**config.mk**
```make
export PLATFORM = sky130hd
export DESIGN_NAME = sector_sorted_request_queue
export DESIGN_NICKNAME = d
export VERILOG_FILES = /design/src/sv/ssrq_pkg.sv /design/src/sv/ssrq_ctrl.sv /design/src/sv/ssrq_datapath.sv /design/src/sv/sector_sorted_request_queue.sv
export SDC_FILE = /design/constraint.sdc
export NUM_CORES = 2
export LEC_CHECK = 0
export BUFFER_PORTS_ARGS = -buffer_cell sky130_fd_sc_hd__buf_2
export CAP_MARGIN = 20
export CORE_MARGIN = 8
export CORE_UTILIZATION = 50
export DETAILED_ROUTE_END_ITERATION = 16
export GPL_ROUTABILITY_DRIVEN = 1
export PLACE_DENSITY = 0.69
export SLEW_MARGIN = 20
export SYNTH_ARGS = -nofsm -noshare
export SYNTH_HDL_FRONTEND = slang
export SYNTH_HIERARCHICAL = 1
export SYNTH_SLANG_ARGS = --single-unit
```
**constraint.sdc**
```tcl
create_clock -name clk -period 5.5 [get_ports clk]
set_clock_uncertainty 0.2 [all_clocks]
set_input_delay 0.825 -clock clk [delete_from_list [all_inputs] [get_ports clk]]
set_output_delay 0.825 -clock clk [all_outputs]
set_load 0.1 [all_outputs]
```
**src/sv/ssrq_pkg.sv**
```systemverilog
// Shared types and codes for the sector-sorted request queue.
// Used by ssrq_ctrl, ssrq_datapath and sector_sorted_request_queue; no dependencies.
package ssrq_pkg;

	// Command codes carried on s_tuser
	localparam logic [1:0] CMD_INSERT   = 2'd0;
	localparam logic [1:0] CMD_DISPATCH = 2'd1;
	localparam logic [1:0] CMD_REMOVE   = 2'd2;

	// Status codes carried on m_tuser
	localparam logic [1:0] ST_OK      = 2'd0;
	localparam logic [1:0] ST_FULL    = 2'd1;
	localparam logic [1:0] ST_EMPTY   = 2'd2;
	localparam logic [1:0] ST_MISSING = 2'd3;

	typedef enum logic [2:0] {
		S_IDLE = 3'b001,
		S_CMP  = 3'b010,
		S_UPD  = 3'b100
	} state_t;

	// Controller to datapath
	typedef struct packed {
		logic load;     // capture the incoming request
		logic compare;  // register the per-entry compare vectors
		logic apply;    // update the queue and write the result register
	} ctrl_cmd_t;

	// Datapath to controller
	typedef struct packed {
		logic res_free; // result register can take a new result this cycle
	} ctrl_stat_t;

endpackage

```
**src/sv/ssrq_ctrl.sv**
```systemverilog
// Sequencer for the sector-sorted request queue: capture, compare, update.
// Depends on ssrq_pkg.
module ssrq_ctrl (
	input  logic                  clk,
	input  logic                  arst_n,
	input  logic                  s_tvalid,
	output logic                  s_tready,
	input  ssrq_pkg::ctrl_stat_t  stat,
	output ssrq_pkg::ctrl_cmd_t   cmd
);

	ssrq_pkg::state_t state_q;
	ssrq_pkg::state_t state_d;

	assign s_tready    = (state_q == ssrq_pkg::S_IDLE);
	assign cmd.load    = s_tvalid && (state_q == ssrq_pkg::S_IDLE);
	assign cmd.compare = (state_q == ssrq_pkg::S_CMP);
	assign cmd.apply   = (state_q == ssrq_pkg::S_UPD) && stat.res_free;

	always_comb begin
		state_d = state_q;
		case (state_q)
			ssrq_pkg::S_IDLE: begin
				if (s_tvalid) state_d = ssrq_pkg::S_CMP;
			end
			ssrq_pkg::S_CMP: begin
				state_d = ssrq_pkg::S_UPD;
			end
			ssrq_pkg::S_UPD: begin
				// hold until the result register frees up
				if (stat.res_free) state_d = ssrq_pkg::S_IDLE;
			end
			default: begin
				state_d = ssrq_pkg::S_IDLE;
			end
		endcase
	end

	always_ff @(posedge clk or negedge arst_n) begin
		if (!arst_n) begin
			state_q <= ssrq_pkg::S_IDLE;
		end else begin
			state_q <= state_d;
		end
	end

endmodule

```
**src/sv/ssrq_datapath.sv**
```systemverilog
// Entry row, compare vectors, shift update and result register of the queue.
// Depends on ssrq_pkg; driven by ssrq_ctrl.
module ssrq_datapath #(
	parameter int DEPTH       = 16,
	parameter int SECTOR_BITS = 48,
	parameter int ID_BITS     = 8,
	parameter int CNT_BITS    = 5
) (
	input  logic                  clk,
	input  logic                  arst_n,
	input  ssrq_pkg::ctrl_cmd_t   cmd,
	output ssrq_pkg::ctrl_stat_t  stat,
	input  logic [1:0]            in_cmd,
	input  logic [ID_BITS-1:0]    in_id,
	input  logic [SECTOR_BITS-1:0] in_sec,
	input  logic                  m_tready,
	output logic                  res_valid,
	output logic [1:0]            res_status,
	output logic [ID_BITS-1:0]    res_id,
	output logic [SECTOR_BITS-1:0] res_sec,
	output logic [CNT_BITS-1:0]   res_cnt
);

	localparam int LEVELS = $clog2(DEPTH);

	logic [SECTOR_BITS-1:0] key_q [DEPTH];
	logic [ID_BITS-1:0]     id_q  [DEPTH];
	logic [SECTOR_BITS-1:0] key_d [DEPTH];
	logic [ID_BITS-1:0]     id_d  [DEPTH];
	logic [CNT_BITS-1:0]    fill_q;
	logic [CNT_BITS-1:0]    fill_d;

	logic [1:0]             cmd_q;
	logic [ID_BITS-1:0]     rid_q;
	logic [SECTOR_BITS-1:0] sec_q;

	logic [DEPTH-1:0]       gt_q;
	logic [DEPTH-1:0]       match_q;
	logic [DEPTH-1:0]       gt_d;
	logic [DEPTH-1:0]       match_d;
	logic [DEPTH-1:0]       pfx [LEVELS+1];
	logic [DEPTH-1:0]       ins_at;
	logic [DEPTH-1:0]       up_mask;

	logic                   is_full;
	logic                   is_empty;
	logic                   found;
	logic                   do_ins;
	logic                   do_disp;
	logic                   do_rm;
	logic [1:0]             status_d;

	logic                   res_valid_q;
	logic [1:0]             res_status_q;
	logic [ID_BITS-1:0]     res_id_q;
	logic [SECTOR_BITS-1:0] res_sec_q;
	logic [CNT_BITS-1:0]    res_cnt_q;

	// Per-entry compares; entries at or beyond the fill count never hit
	always_comb begin
		for (int i = 0; i < DEPTH; i++) begin
			gt_d[i]    = (CNT_BITS'(i) < fill_q) && (key_q[i] > sec_q);
			match_d[i] = (CNT_BITS'(i) < fill_q) && (id_q[i] == rid_q);
		end
	end

	// Prefix OR of the id hits: every entry from the first hit onward moves up
	always_comb begin
		pfx[0] = match_q;
		for (int lv = 0; lv < LEVELS; lv++) begin
			for (int i = 0; i < DEPTH; i++) begin
				if (i >= (1 << lv)) begin
					pfx[lv+1][i] = pfx[lv][i] | pfx[lv][i - (1 << lv)];
				end else begin
					pfx[lv+1][i] = pfx[lv][i];
				end
			end
		end
	end

	assign is_full  = (fill_q == CNT_BITS'(DEPTH));
	assign is_empty = (fill_q == '0);
	assign found    = pfx[LEVELS][DEPTH-1];
	assign do_ins   = (cmd_q == ssrq_pkg::CMD_INSERT) && !is_full;
	assign do_disp  = (cmd_q == ssrq_pkg::CMD_DISPATCH) && !is_empty;
	assign do_rm    = (cmd_q == ssrq_pkg::CMD_REMOVE) && found;

	// gt_q is a thermometer over the sorted entries: the new request lands at its edge
	always_comb begin
		ins_at[0] = gt_q[0] || (fill_q == '0);
		for (int i = 1; i < DEPTH; i++) begin
			ins_at[i] = !gt_q[i-1] && (gt_q[i] || (fill_q == CNT_BITS'(i)));
		end
	end

	assign up_mask = do_disp ? '1 : (do_rm ? pfx[LEVELS] : '0);

	always_comb begin
		for (int i = 0; i < DEPTH; i++) begin
			key_d[i] = key_q[i];
			id_d[i]  = id_q[i];
		end
		if (do_ins) begin
			for (int i = 1; i < DEPTH; i++) begin
				if (gt_q[i-1]) begin
					key_d[i] = key_q[i-1];
					id_d[i]  = id_q[i-1];
				end
			end
			for (int i = 0; i < DEPTH; i++) begin
				if (ins_at[i]) begin
					key_d[i] = sec_q;
					id_d[i]  = rid_q;
				end
			end
		end
		for (int i = 0; i < DEPTH - 1; i++) begin
			if (up_mask[i]) begin
				key_d[i] = key_q[i+1];
				id_d[i]  = id_q[i+1];
			end
		end
	end

	always_comb begin
		fill_d = fill_q;
		if (do_ins) begin
			fill_d = fill_q + CNT_BITS'(1);
		end else if (do_disp || do_rm) begin
			fill_d = fill_q - CNT_BITS'(1);
		end
	end

	always_comb begin
		case (cmd_q)
			ssrq_pkg::CMD_INSERT:   status_d = is_full ? ssrq_pkg::ST_FULL : ssrq_pkg::ST_OK;
			ssrq_pkg::CMD_DISPATCH: status_d = is_empty ? ssrq_pkg::ST_EMPTY : ssrq_pkg::ST_OK;
			ssrq_pkg::CMD_REMOVE:   status_d = found ? ssrq_pkg::ST_OK : ssrq_pkg::ST_MISSING;
			default:                status_d = ssrq_pkg::ST_OK;
		endcase
	end

	// Request capture and compare vectors
	always_ff @(posedge clk) begin
		if (cmd.load) begin
			cmd_q <= in_cmd;
			rid_q <= in_id;
			sec_q <= in_sec;
		end
		if (cmd.compare) begin
			gt_q    <= gt_d;
			match_q <= match_d;
		end
	end

	always_ff @(posedge clk) begin
		if (cmd.apply) begin
			for (int i = 0; i < DEPTH; i++) begin
				key_q[i] <= key_d[i];
				id_q[i]  <= id_d[i];
			end
		end
	end

	always_ff @(posedge clk or negedge arst_n) begin
		if (!arst_n) begin
			fill_q <= '0;
		end else if (cmd.apply) begin
			fill_q <= fill_d;
		end
	end

	// Result register
	always_ff @(posedge clk) begin
		if (cmd.apply) begin
			res_status_q <= status_d;
			res_id_q     <= do_disp ? id_q[0] : '0;
			res_sec_q    <= do_disp ? key_q[0] : '0;
			res_cnt_q    <= fill_d;
		end
	end

	always_ff @(posedge clk or negedge arst_n) begin
		if (!arst_n) begin
			res_valid_q <= 1'b0;
		end else if (cmd.apply) begin
			res_valid_q <= 1'b1;
		end else if (m_tready) begin
			res_valid_q <= 1'b0;
		end
	end

	assign stat.res_free = !res_valid_q || m_tready;
	assign res_valid     = res_valid_q;
	assign res_status    = res_status_q;
	assign res_id        = res_id_q;
	assign res_sec       = res_sec_q;
	assign res_cnt       = res_cnt_q;

	a_fill_bound: assert property (@(posedge clk) disable iff (!arst_n)
		fill_q <= CNT_BITS'(DEPTH))
		else $error("fill count beyond queue depth");

	a_head_sorted: assert property (@(posedge clk) disable iff (!arst_n)
		(fill_q >= CNT_BITS'(2)) |-> (key_q[0] <= key_q[1]))
		else $error("head entries out of sector order");

	a_full_drop: assert property (@(posedge clk) disable iff (!arst_n)
		(cmd.apply && is_full && (cmd_q == ssrq_pkg::CMD_INSERT))
		|=> (fill_q == $past(fill_q)) && (res_status_q == ssrq_pkg::ST_FULL))
		else $error("insert into full queue changed the fill count");

endmodule

```
**src/sv/sector_sorted_request_queue.sv**
```systemverilog
// Top level of the sector-sorted request queue: stream ports, controller and datapath.
// Depends on ssrq_pkg, ssrq_ctrl and ssrq_datapath.
//
// Disk request queue kept in ascending order of end sector. Each request on the slave
// stream carries a command on s_tuser: insert places (request_id, sector) ahead of the
// first queued entry with a strictly greater sector, so equal sectors keep arrival
// order; dispatch pops the head (smallest sector) and reports its id and sector; remove
// deletes the queued entry with the given id nearest the head. Every request yields
// exactly one result on the master stream with a status on m_tuser (ok, full and the
// insert dropped, empty, id not found) and the entry count after the command; out_id
// and out_sector are zero unless a dispatch succeeded. Unused command codes leave the
// queue alone and report ok. Each request passes through three steps: a capture step, a
// compare step in which every entry compares its sector and id against it in parallel, and
// an update step in which the entry row shifts in place. The result register sits between
// the two streams, so a new request is accepted while an earlier result still waits; a
// request only stalls in its update step when that result has not yet been taken.
module sector_sorted_request_queue #(
	parameter int QUEUE_DEPTH = 16,
	parameter int SECTOR_BITS = 48,
	parameter int ID_BITS     = 8,
	localparam int CNT_BITS = $clog2(QUEUE_DEPTH + 1),
	localparam int IN_BITS  = ID_BITS + SECTOR_BITS,
	localparam int IN_W     = ((IN_BITS + 7) / 8) * 8,
	localparam int OUT_BITS = ID_BITS + SECTOR_BITS + CNT_BITS,
	localparam int OUT_W    = ((OUT_BITS + 7) / 8) * 8
) (
	input  logic clk,
	input  logic arst_n,

	input  logic                                 s_tvalid,
	output logic                                 s_tready,
	// request_id, sector
	input  logic [IN_W-1:0]                      s_tdata,
	// command
	input  logic [1:0]                           s_tuser,

	output logic                                 m_tvalid,
	input  logic                                 m_tready,
	// out_id, out_sector, entries, zero padding
	output logic [OUT_W-1:0]                     m_tdata,
	// status
	output logic [1:0]                           m_tuser
);

	ssrq_pkg::ctrl_cmd_t  cmd;
	ssrq_pkg::ctrl_stat_t stat;

	logic [ID_BITS-1:0]     res_id;
	logic [SECTOR_BITS-1:0] res_sec;
	logic [CNT_BITS-1:0]    res_cnt;

	// Sequence each request: capture, compare, update
	ssrq_ctrl u_ctrl (
		.clk      (clk),
		.arst_n   (arst_n),
		.s_tvalid (s_tvalid),
		.s_tready (s_tready),
		.stat     (stat),
		.cmd      (cmd)
	);

	// Hold the sorted entry row and the result register
	ssrq_datapath #(
		.DEPTH       (QUEUE_DEPTH),
		.SECTOR_BITS (SECTOR_BITS),
		.ID_BITS     (ID_BITS),
		.CNT_BITS    (CNT_BITS)
	) u_datapath (
		.clk        (clk),
		.arst_n     (arst_n),
		.cmd        (cmd),
		.stat       (stat),
		.in_cmd     (s_tuser),
		.in_id      (s_tdata[ID_BITS-1:0]),
		.in_sec     (s_tdata[ID_BITS +: SECTOR_BITS]),
		.m_tready   (m_tready),
		.res_valid  (m_tvalid),
		.res_status (m_tuser),
		.res_id     (res_id),
		.res_sec    (res_sec),
		.res_cnt    (res_cnt)
	);

	// Pack the result, id lowest, zero padding on top
	assign m_tdata = OUT_W'({res_cnt, res_sec, res_id});

endmodule

```
==> implementation parameters <==
Parameter                              Value

Outcome
  Result of the run    completed

Placed design
  Placement-stage cell area    71,600 um2
  Placer's final routability congestion estimate    1.02
  Post-Place Cells    8,147
  Post-DP HPWL    171 mm
  Pre-CTS WS    1.19 ns
  Number of buffer cells added on primary ports    126

Detailed routing
  DRC Markers    0
  Wire length per cell    29.9 um
  Overall via count from detail_route    56,500
  Drt pass-1 iters    8
  Final wirelength    251 mm
  DR iter-0 viols    7,452
  Antenna-violating nets left    0
  Number of vias per cell after detailed routing    6.73

Global routing
  Gr usage total    31.9%
  Total gr overflow    0
  Via count of the first global-routing pass    54,800
  Global-route wire length before repair    363 mm
  Antenna violations before repair    11
  Pin count of the biggest net entering global routing    224

Timing
  Total Neg Setup Slack    0 ns
  Crit share post-route    80.8%
  Crit path time final    4.45 ns
  Relative slew margins    8.37%
  Number of slew-limit violations in the final report    0
  Final worst-path setup slack    1.05 ns
  Pin slew with the least headroom to its limit    1.36 ns
  Setup violation total in the final timing report    0
  Hold slack final    0.0277 ns
  Final-report hold violation count    0
  Max frequency    0.225 GHz
  RSZ-0062 raised after global routing    false

Synth
  Distinct cell type count after synthesis    72
  Average instance area after synthesis    10.7 um2
  Number of warning messages in the yosys log    6
  Largest area contributor in the synthesized netlist    edfxtp_1
  Most area-consuming cells after synthesis    edfxtp_1 (46%), ha_1 (14%), mux2i_1 (8.0%), o21ai_0 (5.1%), nand2_1 (4.4%)
  Post-synthesis instance total    6,470
  Sequential share of the synthesized area    46.0%
  Synth async-reset ratio    0.851%
  Post-Syn Area    68,900 um2
  Most frequent cells after synthesis    edfxtp_1 (1,049), nand2_1 (811), ha_1 (773)
  Flip-flop cell with the highest count after synthesis    edfxtp_1
  Register bit count reported by yosys    1,058
  Most numerous cell in the Yosys netlist    edfxtp_1
  Number of enable flip-flop cells after synthesis    1,049
  Share of Yosys cell area claimed by the top area cell type    45.7%

Floorplan
  Core Area    137,000 um2
  Initial Util    50.3%
  Die ar.    150,000 um2
  Row Count    136
  Chip width    387 um
  Die height    387 um
  Number of top-level pins    130

Clock tree
  CTS tree    yes
  Setup repair bufs after CTS    0
  Later-pin clock latency in the skew report    0.79 ns
  Total of cells resized after clock tree synthesis    0
  Clock transition at the register clock pins on the worst setup and hold paths after CTS    0.06 ns
  Number of buffers added by the clock tree synthesis step    120
  Buffer depth of the longest clock path    3
  CTS Root Buffer Type    clkbuf_16
  Hold_buf cts    23
  Sink Count    1,058
  H-tree depth    3

Layout
  Non-Filler Cell Area, Final    75,900 um2
  Nets    7,337
  Finished Layout Cells    8,403
  Fraction of layout cells with a size suffix above 1    9.11%
  Area growth from synthesis to final layout    10.1%

Worst setup path
  Slowest stage delay, CP    0.68 ns
  CP cell instances    inv_1, buf_4, ha_1, nand4_1, nor4_1, buf_4, nand3_1, buf_4, nor3_1, a21oi_1, o31a_1
  Count of cell instances traversed by the critical path    11
  Most Frequent Cell on Critical Path    buf_4
  Setup CP Type    reg2reg
  Critical-path cell with the highest stage delay    edfxtp_1
  Required time of the critical path    5.84 ns
  Critical-path maximum fanout    16
  Depth of the worst register-to-register path    11
  Capturing element type of the critical path    flop
  Launching element type of the critical path    flop
  Kind of cell with the highest combined delay on the critical path    simple AND/OR/NAND/NOR gates
  Number of buffers and inverters on the critical path    4
  Critical path data arrival time    4.78 ns

Pwr
  Switching part of the total    40.2%
  Cell-internal power    18.2 mW
  Portion of total power attributed to the clock network    27.0%
  Part of the power in registers    35.2%
  Power per Cell Area    402 nW/um2
  Worst VDD drop    433 uV
  Share of power burned in combinational logic    37.8%
  Static Leak    28.8 nW
  Switching Power    12.2 mW

Worst hold path
  Hold WC Path Type    in2reg
  Count of cells along the worst hold path    1

Run
  Max-Cap Viols    0
[path summary, 6_finish.rpt]
| check | from | endpoint | slack [ns] |
|---|---|---|---|
| max in group asynchronous | arst_n | u_ctrl/state_q[0] | 4.52 |
| min | s_tdata[24] | u_datapath/sec_q[16] | 0.03 |
| max | u_datapath/sec_q[37] | u_datapath/gt_q[4] | 1.05 |
| min reg2reg | u_datapath/res_valid | u_datapath/res_valid | 0.36 |
| min in group asynchronous | arst_n | u_datapath/fill_q[1] | 0.28 |
| max reg2reg | u_datapath/sec_q[37] | u_datapath/gt_q[4] | 1.05 |
[state kept, by name (all words and copies together) (netlist names), 3 cells and up]
| register | cells |
|---|---|
| u_datapath/rid_q | 8 |
| u_datapath/sec_q | 48 |
| u_ctrl/state_q | 3 |
| u_datapath/gt_q | 16 |
| u_datapath/res_sec | 48 |
| u_datapath/res_id | 8 |
| u_datapath/id_q | 128 |
| u_datapath/res_cnt | 5 |
| u_datapath/key_q | 768 |
| u_datapath/fill_q | 5 |
| u_datapath/match_q | 16 |
[layout by cell type (no fill, tap or decap), types with 14 or more instances in the layout]
cell,count
a211oi_1,20
a21o_1,121
a21oi_1,547
a221o_1,15
a221oi_1,23
and2_1,60
and4_1,21
buf_12,19
buf_2,127
buf_4,139
bufinv_16,14
clkbuf_16,120
clkinv_1,27
clkinv_2,34
dlygate4sd3_1,23
edfxtp_1,1049
ha_1,773
inv_1,93
mux2_2,55
mux2i_1,549
nand2_1,808
nand3_1,49
nand4_1,163
nor2_1,294
nor2b_1,33
nor3_1,31
nor4_1,44
o211ai_1,31
o21a_4,15
o21ai_0,700
o21ai_1,70
o2bb2ai_1,168
xnor2_1,92
xor2_1,43
[cell type report]
cell class / count / area, um2
antenna: 4 / 10.0
clock buffer: 133 / 3050
clock inverter: 92 / 873
fill: 11700 / 61300
inverter: 93 / 349
multi-input combinational: 4914 / 35200
sequential: 1058 / 31700
tap: 1794 / 2240
timing repair buffer: 315 / 2470
[layer usage]
layer / part of all wire [%] / GRT usage [%] / vias up
li1: - / - / 24500
met1: 37 / 40.6 / 27400
met2: 43 / 47.7 / 3727
met3: 12 / 8.46 / 904
met4: 8.0 / 21.0 / 6
met5: 0.012 / 0 / -
[logic make-up after synthesis]
kind of cell             count (synthesis)  synth area share (%)
adder cells (fa/ha/maj)                773                  14.0
other                                    1               0.00544
flip-flops                            1058                  46.0
AO/OA/AOI/OAI                         1808                  15.3
buffers and inverters                  500                  3.53
multiplexers                           604                  8.87
XOR/XNOR                               135                  1.72
AND/OR/NAND/NOR                       1591                  10.5
[power groups by stage]
| stage | registers [mW] | logic (mW) | clock network, mW |
|---|---|---|---|
| 2_1_floorplan | 10.6 | 7.52 | 0 |
| 3_3_place_gp | 10.9 | 10.7 | 0 |
| 3_5_place_dp | 10.9 | 11.1 | 0 |
| 4_1_cts | 10.7 | 11.1 | 8.28 |
| 5_1_grt | 10.8 | 12.2 | 8.56 |
| 6_report | 10.7 | 11.5 | 8.22 |
[metrics by stage]
step | total power, mW | utilization, %
detailed placement | 21.9 | 52.2
floorplan | 18.1 | -
global route | 31.6 | 55.3
CTS | 30.1 | 55.3
global placement | 21.6 | 52.1
finish | 30.5 | 55.3
[worst register-to-register path: stages (launching register included)]
cell      delay, ns
edfxtp_1       0.68
inv_1          0.50
buf_4          0.34
ha_1           0.32
nand4_1        0.22
nor4_1         0.59
buf_4          0.26
nand3_1        0.17
buf_4          0.22
nor3_1         0.44
a21oi_1        0.14
o31a_1         0.15
No activity file was read; power rests on OpenSTA's default activity.
